`src/hdl/dedf_pkg.sv`:
```
// ----------------------------------------------------------------------------
// dedf_pkg: shared types and helpers for the entry field deframer
// Phase codes, register indexes, the result item layout and the small
// functions used by the configuration, core and result queue modules.
// ----------------------------------------------------------------------------
`timescale 1ns / 1ps
`default_nettype none

package dedf_pkg;

  // Number of listed field types that can be in use
  localparam int MAX_SEQUENCE = 8;
  // Width of a decoded field length
  localparam int LENGTH_BITS  = 32;
  // Slot index into the 8-entry type list
  localparam int SLOT_BITS    = 3;
  localparam int COUNT_BITS   = 32;

  localparam logic [LENGTH_BITS-1:0] LEN_MAX  = '1;
  localparam logic [SLOT_BITS-1:0]   SLOT_TOP = '1;

  typedef enum logic [2:0] {
    PH_TYPE = 3'd0,
    PH_TEXT = 3'd1,
    PH_LEN  = 3'd2,
    PH_DATA = 3'd3,
    PH_ALL  = 3'd4
  } phase_t;

  typedef enum logic [1:0] {
    REG_MODE  = 2'd0,
    REG_TYPES = 2'd1,
    REG_COUNT = 2'd2
  } reg_index_t;

  typedef struct packed {
    logic                 seq_mode;
    logic [63:0]          type_seq;
    logic [SLOT_BITS-1:0] last_slot;
  } cfg_t;

  typedef struct packed {
    logic [7:0]            field_type;
    logic [7:0]            payload_byte;
    logic                  payload_valid;
    logic                  field_done;
    logic [COUNT_BITS-1:0] field_bytes;
    logic                  error_flag;
    logic                  entry_done;
    logic                  last_result;
  } result_t;

  typedef struct packed {
    logic [1:0] count;
    result_t    r0;
    result_t    r1;
  } push_t;

  function automatic logic [7:0] slot_type(input logic [63:0] seq,
                                           input logic [SLOT_BITS-1:0] idx);
    return seq[{idx, 3'b000} +: 8];
  endfunction

  function automatic logic is_lower(input logic [7:0] t);
    return (t >= 8'h61) && (t <= 8'h7a);
  endfunction

  function automatic logic [COUNT_BITS-1:0] sat_inc(input logic [COUNT_BITS-1:0] c);
    return (c == '1) ? c : c + COUNT_BITS'(1);
  endfunction

  function automatic result_t make_result(input logic [7:0] t, input logic [7:0] b,
                                          input logic pv, input logic fd,
                                          input logic [COUNT_BITS-1:0] fb);
    result_t r;
    r               = '0;
    r.field_type    = t;
    r.payload_byte  = b;
    r.payload_valid = pv;
    r.field_done    = fd;
    r.field_bytes   = fb;
    return r;
  endfunction

endpackage

`default_nettype wire

```
`src/hdl/dedf_cfg.sv`:
```
// ----------------------------------------------------------------------------
// dedf_cfg: configuration registers
// Holds the mode, the type list and the list length, and derives the index
// of the final used slot from the clamped list length.
// ----------------------------------------------------------------------------
`timescale 1ns / 1ps
`default_nettype none

module dedf_cfg
  import dedf_pkg::*;
(
  input  wire logic        clk,
  input  wire logic        rst,
  input  wire logic        cfg_valid,
  output logic             cfg_ready,
  input  wire logic [1:0]  cfg_index,
  input  wire logic [63:0] cfg_data,
  output cfg_t             cfg
);

  logic        sequence_mode;
  logic [63:0] type_sequence;
  logic [3:0]  sequence_count;

  assign cfg_ready = 1'b1;

  // Write the addressed register; unknown indexes are dropped
  always_ff @(posedge clk) begin
    if (rst) begin
      sequence_mode  <= 1'b0;
      type_sequence  <= '0;
      sequence_count <= 4'd1;
    end else if (cfg_valid) begin
      case (cfg_index)
        REG_MODE:  sequence_mode  <= cfg_data[0];
        REG_TYPES: type_sequence  <= cfg_data;
        REG_COUNT: sequence_count <= cfg_data[3:0];
        default: ;
      endcase
    end
  end

  // Clamp the list length to 1..MAX_SEQUENCE and give the final slot
  always_comb begin
    cfg.seq_mode = sequence_mode;
    cfg.type_seq = type_sequence;
    if (sequence_count == 4'd0) begin
      cfg.last_slot = '0;
    end else if (sequence_count > 4'(MAX_SEQUENCE)) begin
      cfg.last_slot = SLOT_BITS'(MAX_SEQUENCE - 1);
    end else begin
      cfg.last_slot = SLOT_BITS'(sequence_count - 4'd1);
    end
  end

endmodule

`default_nettype wire

```
`src/hdl/dedf_core.sv`:
```
// ----------------------------------------------------------------------------
// dedf_core: input register and per-byte field decoder
// Registers one input item, decodes it against the entry state in a single
// pass and hands zero, one or two result items to the result queue.
// ----------------------------------------------------------------------------
`timescale 1ns / 1ps
`default_nettype none

module dedf_core
  import dedf_pkg::*;
(
  input  wire logic       clk,
  input  wire logic       rst,
  input  wire cfg_t       cfg,
  input  wire logic       in_valid,
  output logic            in_stall,
  input  wire logic [7:0] data_byte,
  input  wire logic       last_byte,
  input  wire logic [1:0] free,
  output push_t           push
);

  // Input register
  logic       q_valid;
  logic [7:0] q_byte;
  logic       q_last;
  logic       advance;

  // Entry state
  phase_t                 phase,              phase_next;
  logic [7:0]             current_type,       current_type_next;
  logic [1:0]             header_index,       header_index_next;
  logic [31:0]            length_accumulator, length_accumulator_next;
  logic [LENGTH_BITS-1:0] bytes_remaining,    bytes_remaining_next;
  logic [COUNT_BITS-1:0]  content_count,      content_count_next;
  logic [SLOT_BITS-1:0]   sequence_index,     sequence_index_next;
  logic                   error_seen,         error_seen_next;

  // Decode working signals
  logic                 start;
  logic                 consumed;
  logic                 open_final;
  logic [7:0]           open_type;
  logic [SLOT_BITS-1:0] slot_a;
  logic [SLOT_BITS-1:0] slot_b;
  logic                 len_over;
  logic [1:0]           n;
  result_t              r0;
  result_t              r1;
  result_t              tail;

  assign advance  = q_valid && (n <= free);
  assign in_stall = q_valid && !advance;

  // Hold the item until the decoder takes it
  always_ff @(posedge clk) begin
    if (rst) begin
      q_valid <= 1'b0;
    end else if (in_valid && !in_stall) begin
      q_valid <= 1'b1;
    end else if (advance) begin
      q_valid <= 1'b0;
    end
  end

  always_ff @(posedge clk) begin
    if (in_valid && !in_stall) begin
      q_byte <= data_byte;
      q_last <= last_byte;
    end
  end

  // Decode one byte against the entry state
  always_comb begin
    phase_next              = phase;
    current_type_next       = current_type;
    header_index_next       = header_index;
    length_accumulator_next = length_accumulator;
    bytes_remaining_next    = bytes_remaining;
    content_count_next      = content_count;
    sequence_index_next     = sequence_index;
    error_seen_next         = error_seen;
    consumed                = 1'b0;
    open_final              = 1'b0;
    open_type               = q_byte;
    len_over                = 1'b0;
    slot_b                  = '0;
    tail                    = '0;
    n                       = 2'd0;
    r0                      = '0;
    r1                      = '0;

    start  = (phase != PH_TEXT) && (phase != PH_LEN) && (phase != PH_DATA) &&
             (phase != PH_ALL);
    slot_a = (sequence_index > cfg.last_slot) ? cfg.last_slot : sequence_index;

    // Open a new field, type from the list or from the stream
    if (start) begin
      if (cfg.seq_mode) begin
        open_type  = slot_type(cfg.type_seq, slot_a);
        open_final = (slot_a == cfg.last_slot);
      end else begin
        consumed = 1'b1;
      end
      current_type_next       = open_type;
      header_index_next       = '0;
      length_accumulator_next = '0;
      bytes_remaining_next    = '0;
      content_count_next      = '0;
      if (open_final) begin
        phase_next = PH_ALL;
      end else if (is_lower(open_type)) begin
        phase_next = PH_TEXT;
      end else begin
        phase_next = PH_LEN;
      end
    end

    // Advance the open field by this byte
    if (!consumed) begin
      case (phase_next)
        PH_TEXT: begin
          if (q_byte == 8'd0) begin
            r0 = make_result(current_type_next, 8'd0, 1'b0, 1'b1, content_count_next);
            n  = 2'd1;
            phase_next = PH_TYPE;
            if (sequence_index_next != SLOT_TOP) begin
              sequence_index_next = sequence_index_next + SLOT_BITS'(1);
            end
          end else begin
            r0 = make_result(current_type_next, q_byte, 1'b1, 1'b0, '0);
            n  = 2'd1;
            content_count_next = sat_inc(content_count_next);
          end
        end
        PH_LEN: begin
          length_accumulator_next = {length_accumulator_next[23:0], q_byte};
          header_index_next       = header_index_next + 2'd1;
          if (header_index_next == 2'd0) begin
            len_over = (({1'b0, length_accumulator_next} >> LENGTH_BITS) != 33'd0);
            if (len_over) begin
              bytes_remaining_next = LEN_MAX;
              error_seen_next      = 1'b1;
            end else begin
              bytes_remaining_next = length_accumulator_next[LENGTH_BITS-1:0];
            end
            if (bytes_remaining_next == '0) begin
              r0 = make_result(current_type_next, 8'd0, 1'b0, 1'b1, '0);
              n  = 2'd1;
              phase_next = PH_TYPE;
              if (sequence_index_next != SLOT_TOP) begin
                sequence_index_next = sequence_index_next + SLOT_BITS'(1);
              end
            end else begin
              phase_next = PH_DATA;
            end
          end
        end
        PH_DATA: begin
          content_count_next   = sat_inc(content_count_next);
          bytes_remaining_next = bytes_remaining_next - LENGTH_BITS'(1);
          n = 2'd1;
          if (bytes_remaining_next == '0) begin
            r0 = make_result(current_type_next, q_byte, 1'b1, 1'b1, content_count_next);
            phase_next = PH_TYPE;
            if (sequence_index_next != SLOT_TOP) begin
              sequence_index_next = sequence_index_next + SLOT_BITS'(1);
            end
          end else begin
            r0 = make_result(current_type_next, q_byte, 1'b1, 1'b0, '0);
          end
        end
        default: begin
          content_count_next = sat_inc(content_count_next);
          r0 = make_result(current_type_next, q_byte, 1'b1, 1'b0, '0);
          n  = 2'd1;
        end
      endcase
    end

    // Close the entry on its final byte
    if (q_last) begin
      if (phase_next == PH_ALL) begin
        r0.field_done  = 1'b1;
        r0.field_bytes = content_count_next;
      end else if (phase_next == PH_TYPE) begin
        if (cfg.seq_mode) begin
          slot_b = (sequence_index_next > cfg.last_slot) ? cfg.last_slot :
                   sequence_index_next;
          if (slot_b == cfg.last_slot) begin
            tail = make_result(slot_type(cfg.type_seq, slot_b), 8'd0, 1'b0, 1'b1, '0);
          end else begin
            error_seen_next = 1'b1;
            tail = make_result(slot_type(cfg.type_seq, slot_b), 8'd0, 1'b0, 1'b0, '0);
          end
          if (n == 2'd0) begin
            r0 = tail;
            n  = 2'd1;
          end else begin
            r1 = tail;
            n  = 2'd2;
          end
        end
      end else begin
        error_seen_next = 1'b1;
      end
      if (n == 2'd0) begin
        r0 = make_result(current_type_next, 8'd0, 1'b0, 1'b0, '0);
        n  = 2'd1;
      end
      if (n == 2'd2) begin
        r1.error_flag = error_seen_next;
        r1.entry_done = 1'b1;
      end else begin
        r0.error_flag = error_seen_next;
        r0.entry_done = 1'b1;
      end
      // Return all entry state to reset
      phase_next              = PH_TYPE;
      current_type_next       = '0;
      header_index_next       = '0;
      length_accumulator_next = '0;
      bytes_remaining_next    = '0;
      content_count_next      = '0;
      sequence_index_next     = '0;
      error_seen_next         = 1'b0;
    end

    // Mark the last result of this item
    if (n == 2'd2) begin
      r1.last_result = 1'b1;
    end else if (n == 2'd1) begin
      r0.last_result = 1'b1;
    end
  end

  // Push results only when the item is taken
  always_comb begin
    push.count = advance ? n : 2'd0;
    push.r0    = r0;
    push.r1    = r1;
  end

  // Update entry state
  always_ff @(posedge clk) begin
    if (rst) begin
      phase              <= PH_TYPE;
      current_type       <= '0;
      header_index       <= '0;
      length_accumulator <= '0;
      bytes_remaining    <= '0;
      content_count      <= '0;
      sequence_index     <= '0;
      error_seen         <= 1'b0;
    end else if (advance) begin
      phase              <= phase_next;
      current_type       <= current_type_next;
      header_index       <= header_index_next;
      length_accumulator <= length_accumulator_next;
      bytes_remaining    <= bytes_remaining_next;
      content_count      <= content_count_next;
      sequence_index     <= sequence_index_next;
      error_seen         <= error_seen_next;
    end
  end

endmodule

`default_nettype wire

```
`src/hdl/dedf_outq.sv`:
```
// ----------------------------------------------------------------------------
// dedf_outq: two-entry result queue
// Takes up to two result items per cycle from the decoder and presents one
// registered item at a time on the output channel.
// ----------------------------------------------------------------------------
`timescale 1ns / 1ps
`default_nettype none

module dedf_outq
  import dedf_pkg::*;
(
  input  wire logic  clk,
  input  wire logic  rst,
  input  wire push_t push,
  output logic [1:0] free,
  output logic       out_valid,
  input  wire logic  out_stall,
  output result_t    head
);

  logic [1:0] count;
  logic [1:0] count_after;
  logic       pop;
  result_t    slot0, slot0_next;
  result_t    slot1, slot1_next;

  assign out_valid   = (count != 2'd0);
  assign pop         = out_valid && !out_stall;
  assign count_after = count - {1'b0, pop};
  assign free        = 2'd2 - count_after;
  assign head        = slot0;

  // Shift out the popped item, then append pushed items behind the rest
  always_comb begin
    slot0_next = pop ? slot1 : slot0;
    slot1_next = slot1;
    if (count_after == 2'd0) begin
      slot0_next = push.r0;
      slot1_next = push.r1;
    end else if (count_after == 2'd1) begin
      slot1_next = push.r0;
    end
  end

  always_ff @(posedge clk) begin
    if (rst) begin
      count <= 2'd0;
    end else begin
      count <= count_after + push.count;
    end
  end

  always_ff @(posedge clk) begin
    slot0 <= slot0_next;
    slot1 <= slot1_next;
  end

endmodule

`default_nettype wire

```
`src/hdl/dictionary_entry_field_deframer.sv`:
```
// ----------------------------------------------------------------------------
// dictionary_entry_field_deframer: typed field splitter for dictionary entries
// Splits an entry, one byte per item, into typed fields from a stream-given
// or configured list of field types.
// ----------------------------------------------------------------------------
// Bytes are taken one per cycle while in_stall is low. A byte is
// registered, decoded against the entry state in one pass and its results
// are written to a two-entry result queue, so the next byte is accepted
// while earlier results wait at the output. Type and length header bytes
// yield no result; content bytes and terminators yield one; in list mode a
// last byte that completes a field before the final listed one began yields
// two, and the input holds while the queue still has a result waiting that
// is not leaving. Sustained throughput, while the output is not stalled, is
// one byte per cycle, set by the single decode pass and the queue's single
// output port. Register writes are meant for idle periods between entries
// and take effect at the next field start.
`timescale 1ns / 1ps
`default_nettype none

module dictionary_entry_field_deframer
  import dedf_pkg::*;
(
  input  wire logic        clk,
  input  wire logic        rst,
  // Configuration write channel
  input  wire logic        cfg_valid,
  output logic             cfg_ready,
  input  wire logic [1:0]  cfg_index,
  input  wire logic [63:0] cfg_data,
  // Byte input channel
  input  wire logic        in_valid,
  output logic             in_stall,
  input  wire logic [7:0]  data_byte,
  input  wire logic        last_byte,
  // Result output channel
  output logic             out_valid,
  input  wire logic        out_stall,
  output logic [7:0]       field_type,
  output logic [7:0]       payload_byte,
  output logic             payload_valid,
  output logic             field_done,
  output logic [31:0]      field_bytes,
  output logic             error_flag,
  output logic             entry_done,
  output logic             last_result
);

  cfg_t       cfg;
  push_t      push;
  logic [1:0] free;
  result_t    head;

  dedf_cfg u_cfg (
    .clk       (clk),
    .rst       (rst),
    .cfg_valid (cfg_valid),
    .cfg_ready (cfg_ready),
    .cfg_index (cfg_index),
    .cfg_data  (cfg_data),
    .cfg       (cfg)
  );

  dedf_core u_core (
    .clk       (clk),
    .rst       (rst),
    .cfg       (cfg),
    .in_valid  (in_valid),
    .in_stall  (in_stall),
    .data_byte (data_byte),
    .last_byte (last_byte),
    .free      (free),
    .push      (push)
  );

  dedf_outq u_outq (
    .clk       (clk),
    .rst       (rst),
    .push      (push),
    .free      (free),
    .out_valid (out_valid),
    .out_stall (out_stall),
    .head      (head)
  );

  // Drive the result fields from the queue head
  assign field_type    = head.field_type;
  assign payload_byte  = head.payload_byte;
  assign payload_valid = head.payload_valid;
  assign field_done    = head.field_done;
  assign field_bytes   = head.field_bytes;
  assign error_flag    = head.error_flag;
  assign entry_done    = head.entry_done;
  assign last_result   = head.last_result;

endmodule

`default_nettype wire

```
`config.mk`:
```
export PLATFORM = sky130hd
export DESIGN_NAME = dictionary_entry_field_deframer
export DESIGN_NICKNAME = d
export VERILOG_FILES = /design/src/hdl/dedf_pkg.sv /design/src/hdl/dedf_cfg.sv /design/src/hdl/dedf_core.sv /design/src/hdl/dedf_outq.sv /design/src/hdl/dictionary_entry_field_deframer.sv
export SDC_FILE = /design/constraint.sdc
export NUM_CORES = 1
export LEC_CHECK = 0
export ABC_AREA = 1
export BUFFER_PORTS_ARGS = -buffer_cell sky130_fd_sc_hd__buf_2
export CAP_MARGIN = 0
export CORE_MARGIN = 3
export CORE_UTILIZATION = 40
export DETAILED_ROUTE_END_ITERATION = 6
export PLACE_DENSITY = 0.58
export SLEW_MARGIN = 20
export SYNTH_ARGS = -nofsm -noshare
export SYNTH_HDL_FRONTEND = slang
export SYNTH_HIERARCHICAL = 1
export SYNTH_SLANG_ARGS = --single-unit
```
`constraint.sdc`:
```
create_clock -name clk -period 13.6 [get_ports clk]
set_input_delay 2.72 -clock clk [delete_from_list [all_inputs] [get_ports clk]]
set_output_delay 2.72 -clock clk [all_outputs]
set_load 0.01 [all_outputs]
```
==> run_results.csv <==
group,metric,value,unit
clocking,post_cts_buffers,0,
synth,ys_ff_latch,291,
pwr,total_power,0.00373,W
placed_design,gp_congestion,0.940,
grt,grt_pass1_wl,97600,µm
layout,seq_area,6980,µm²
sta,worst_slew_pin_slew,1.09,ns
synth,ys.flop_type,"dfxtp_1",
grt,met3_usage,0.0296,
pwr,clkPwrFrac,0.276,
grt,met1_usage,0.311,
sta,max_slew_margin,0.273,
sta,rsz0062_at_grt,"no",
layout,drive_gt1_frac,0.126,
sta,setup_viol,0,
pwr,internal_power,0.00218,W
floorplanning,num_rows,81,
clocking,cts-root-buf,"clkbuf_16",
synth,syn_area,19900,µm²
synth,muxShareOfSynthArea,0.0116,
floorplanning,start_util,0.405,
layout,syn_to_final_growth,9.70,%
sta,clock_skew,0.0286,ns
detailed_routing,wl_per_cell,16.4,µm
floorplanning,dieArea,52400,µm²
pwr,power.leakage,9.43,nW
grt,grt_max_degree,103,
pwr,vdd_drop_max,0.245,mV
synth,synth-seq-area-share,0.351,
sta,tns,0,ns
sta,fin_crit_sh,0.751,
worst_hold_path,hold_path_class,"flop to flop",
grt,grtUsageTotal,0.227,
synth,synth_area_leaders,"dfxtp_1, nand2_1, edfxtp_1",
detailed_routing,wirelength,61100,µm
sta,period_minus_slack,10.21,ns
setup_path,max_stage_delay,0.58,ns
synth,synth_simple_gate_area_share,0.379,
floorplanning,core-area,49100,µm²
clocking,cts.reportedPaths.clkPinSlew,0.05,ns
layout,antennaDiodeCount,0,
flow_run,cap_violations,0,
detailed_routing,vias,19200,
detailed_routing,drt_iter0_drc,1644,
layout,final_nets,3135,
clocking,htree_levels,2,
pwr,p_sw,0.00156,W
synth,synth_fa_ha_area_frac,0.0107,
synth,synthArstFlopShare,0,
layout,post-route-util,0.445,
synth,synth_warnings,6,
setup_path,end_kind,"output pin",
pwr,seqPwrFrac,0.345,
setup_path,start_kind,"flop",
layout,stdcell_area,21800,µm²
placed_design,post_dp_cell_area,20500,µm²
pwr,switching_share,0.417,
grt,antenna_found_initial,0,
placed_design,place_ws,3.64,ns
layout,fillers,5191,
floorplanning,ios,136,
detailed_routing,via_per_inst,5.14,
sta,slew_viol_final,0,
setup_path,cp.required,10.88,ns
synth,syn_inst,3001,
pwr,p_per_area,171,nW/µm²
clocking,cts_resized,0,
clocking,cts_hold_buffers,0,
sta,fin_ws,3.39,ns
clocking,clock_latency,0.58,ns
placed_design,portBuffers,134,
layout,multi_input_area,10700,µm²
grt,grt.busiest_layer,"met2",
clocking,cts_sinks,291,
clocking,clockBufferDepth,3,
setup_path,critical_path_class,"flop to output pin",
floorplanning,fp.dieH,229,µm
sta,fmax,0.0979,GHz
synth,avgSynthCellArea,6.63,µm²
run_status,status,"finished, final reports clean",
synth,synth_compound_area_frac,0.108,
synth,yosys.area.top_type_share,0.177,
detailed_routing,drcViolationCount,0,
grt,gr-usage-met2,0.375,
synth,synth_cell_types,61,
grt,grt.overflow.total,0,
synth,synth_top_family_by_area,"simple AND/OR/NAND/NOR gates",
grt,grt_pass1_vias,18100,
synth,synth_edf_count,115,
sta,hold_violations,0,
setup_path,cp_common_cell,"nand2_1",
setup_path,critPathMaxFanout,24,
placed_design,post-dp-hpwl,42300,µm
detailed_routing,first_pass_iters,6,
setup_path,cp_slowest_cell,"nand2_1",
clocking,cts_tree,"built",
detailed_routing,ant_nets,0,
setup_path,cp.arrival,7.49,ns
pwr,power.share.combinational,0.380,
synth,synthXorXnorAreaFrac,0.0184,
clocking,cts_buffers,37,
floorplanning,die_w,229,µm
synth,synth_largest_area_cell,"dfxtp_1",
[kinds of logic (layout without fill, tap and decap cells)]
group,Yosys count,in the layout
xor gates and xnor gates,41,41
other,2,42
and+or+nand+nor,1748,1748
AOI/OAI and AO/OA,360,360
buffers and inverters,519,545
muxes,23,23
adders and majority gates,17,17
DFF,291,291
[through the flow]
step	cells	hold slack, ns
floorplan	3041	0.441
global placement	3663	0.450
global route	3731	0.483
CTS	3731	0.464
detailed placement	3663	0.455
finish	3731	0.461
[power by group through the flow]
stage               clock network, W  logic, W  registers, W
floorplan                          0   0.00105       0.00134
global placement                   0   0.00140       0.00130
detailed placement                 0   0.00142       0.00131
CTS                          0.00106   0.00142       0.00129
global route                 0.00109   0.00157       0.00130
finish                       0.00103   0.00142       0.00129
[layout make-up]
class                      count  share of cell area
inverter                     322              0.0559
multi-input combinational   2231               0.490
timing repair buffer         155              0.0381
tap                          664              0.0381
clock buffer                  43              0.0439
sequential                   291               0.320
clock inverter                25              0.0145
[final timing paths]
kind | start | end | slack (ns) | depth (start not counted)
min reg2reg | u_core/bytes_remaining[15] | u_core/bytes_remaining[15] | 0.46 | 2
max | u_cfg/sequence_count[0] | in_stall | 3.39 | 38
min | u_core/bytes_remaining[15] | u_core/bytes_remaining[15] | 0.46 | 2
max reg2reg | u_cfg/sequence_count[0] | u_core/bytes_remaining[26] | 3.47 | 44
[layer usage]
layer,up-vias,part of all wire
met5,-,0
met1,8846,0.45
met2,609,0.46
met4,0,0.023
li1,9636,-
met3,93,0.063
[worst max-delay path, delay by kind of cell, from the launching register on]
family,cells,cell delay [ns]
AND/OR/NAND/NOR,23,3.62
flip-flops,1,0.35
buffers and inverters,8,0.91
adder cells (fa/ha/maj),4,1.06
AO/OA/AOI/OAI,3,0.94
[flip-flops by register name (all words and copies together) (netlist names), 4 cells and up]
name                       cells
u_core/current_type            8
u_cfg/type_sequence           64
u_outq/head                   53
u_cfg/sequence_count           4
u_core/q_byte                  8
u_core/bytes_remaining        32
u_core/content_count          32
u_outq/slot1                  53
u_core/length_accumulator     24
[cell usage in the layout, fill, tap and decap left out, drive strengths merged, types with 9 or more instances in the layout]
| master | netlist | layout |
|---|---|---|
| nand2 | 1034 | 1034 |
| nor2 | 379 | 379 |
| inv | 314 | 318 |
| nand3 | 237 | 237 |
| dfxtp | 176 | 176 |
| buf | 134 | 155 |
| a21oi | 147 | 147 |
| edfxtp | 115 | 115 |
| o21ai | 110 | 110 |
| clkbuf | 63 | 43 |
| conb | 2 | 42 |
| xor2 | 35 | 35 |
| nand4 | 33 | 33 |
| nor3 | 29 | 29 |
| o211ai | 27 | 27 |
| mux2i | 23 | 23 |
| clkinv | 8 | 21 |
| o2111ai | 17 | 17 |
| ha | 17 | 17 |
| o221ai | 14 | 14 |
| or2 | 11 | 11 |
| a211oi | 10 | 10 |
| nor4 | 10 | 10 |
| a221oi | 10 | 10 |
| nand3b | 9 | 9 |
[cell usage after synthesis, types with 5 or more instances]
library cell / count
clkbuf_1: 63
xnor2_1: 6
a211oi_1: 10
o22ai_1: 6
nand2_2: 93
o21ai_1: 9
o221ai_1: 14
nand2_1: 932
nand2_4: 7
o21ai_0: 95
or2_2: 10
buf_4: 61
o211ai_1: 27
inv_2: 12
clkinv_1: 8
nand3_1: 232
nor3_1: 28
buf_6: 15
nand4_1: 31
xor2_1: 34
o2111ai_1: 17
dfxtp_1: 176
a221oi_1: 10
nor2_1: 363
nor4_1: 10
nor2_4: 5
buf_1: 8
o21ai_2: 6
mux2i_1: 23
ha_1: 17
a21oi_1: 145
inv_1: 299
buf_2: 46
nor2_2: 10
edfxtp_1: 115
nand3b_1: 9
(Power assumes the default switching activity.)
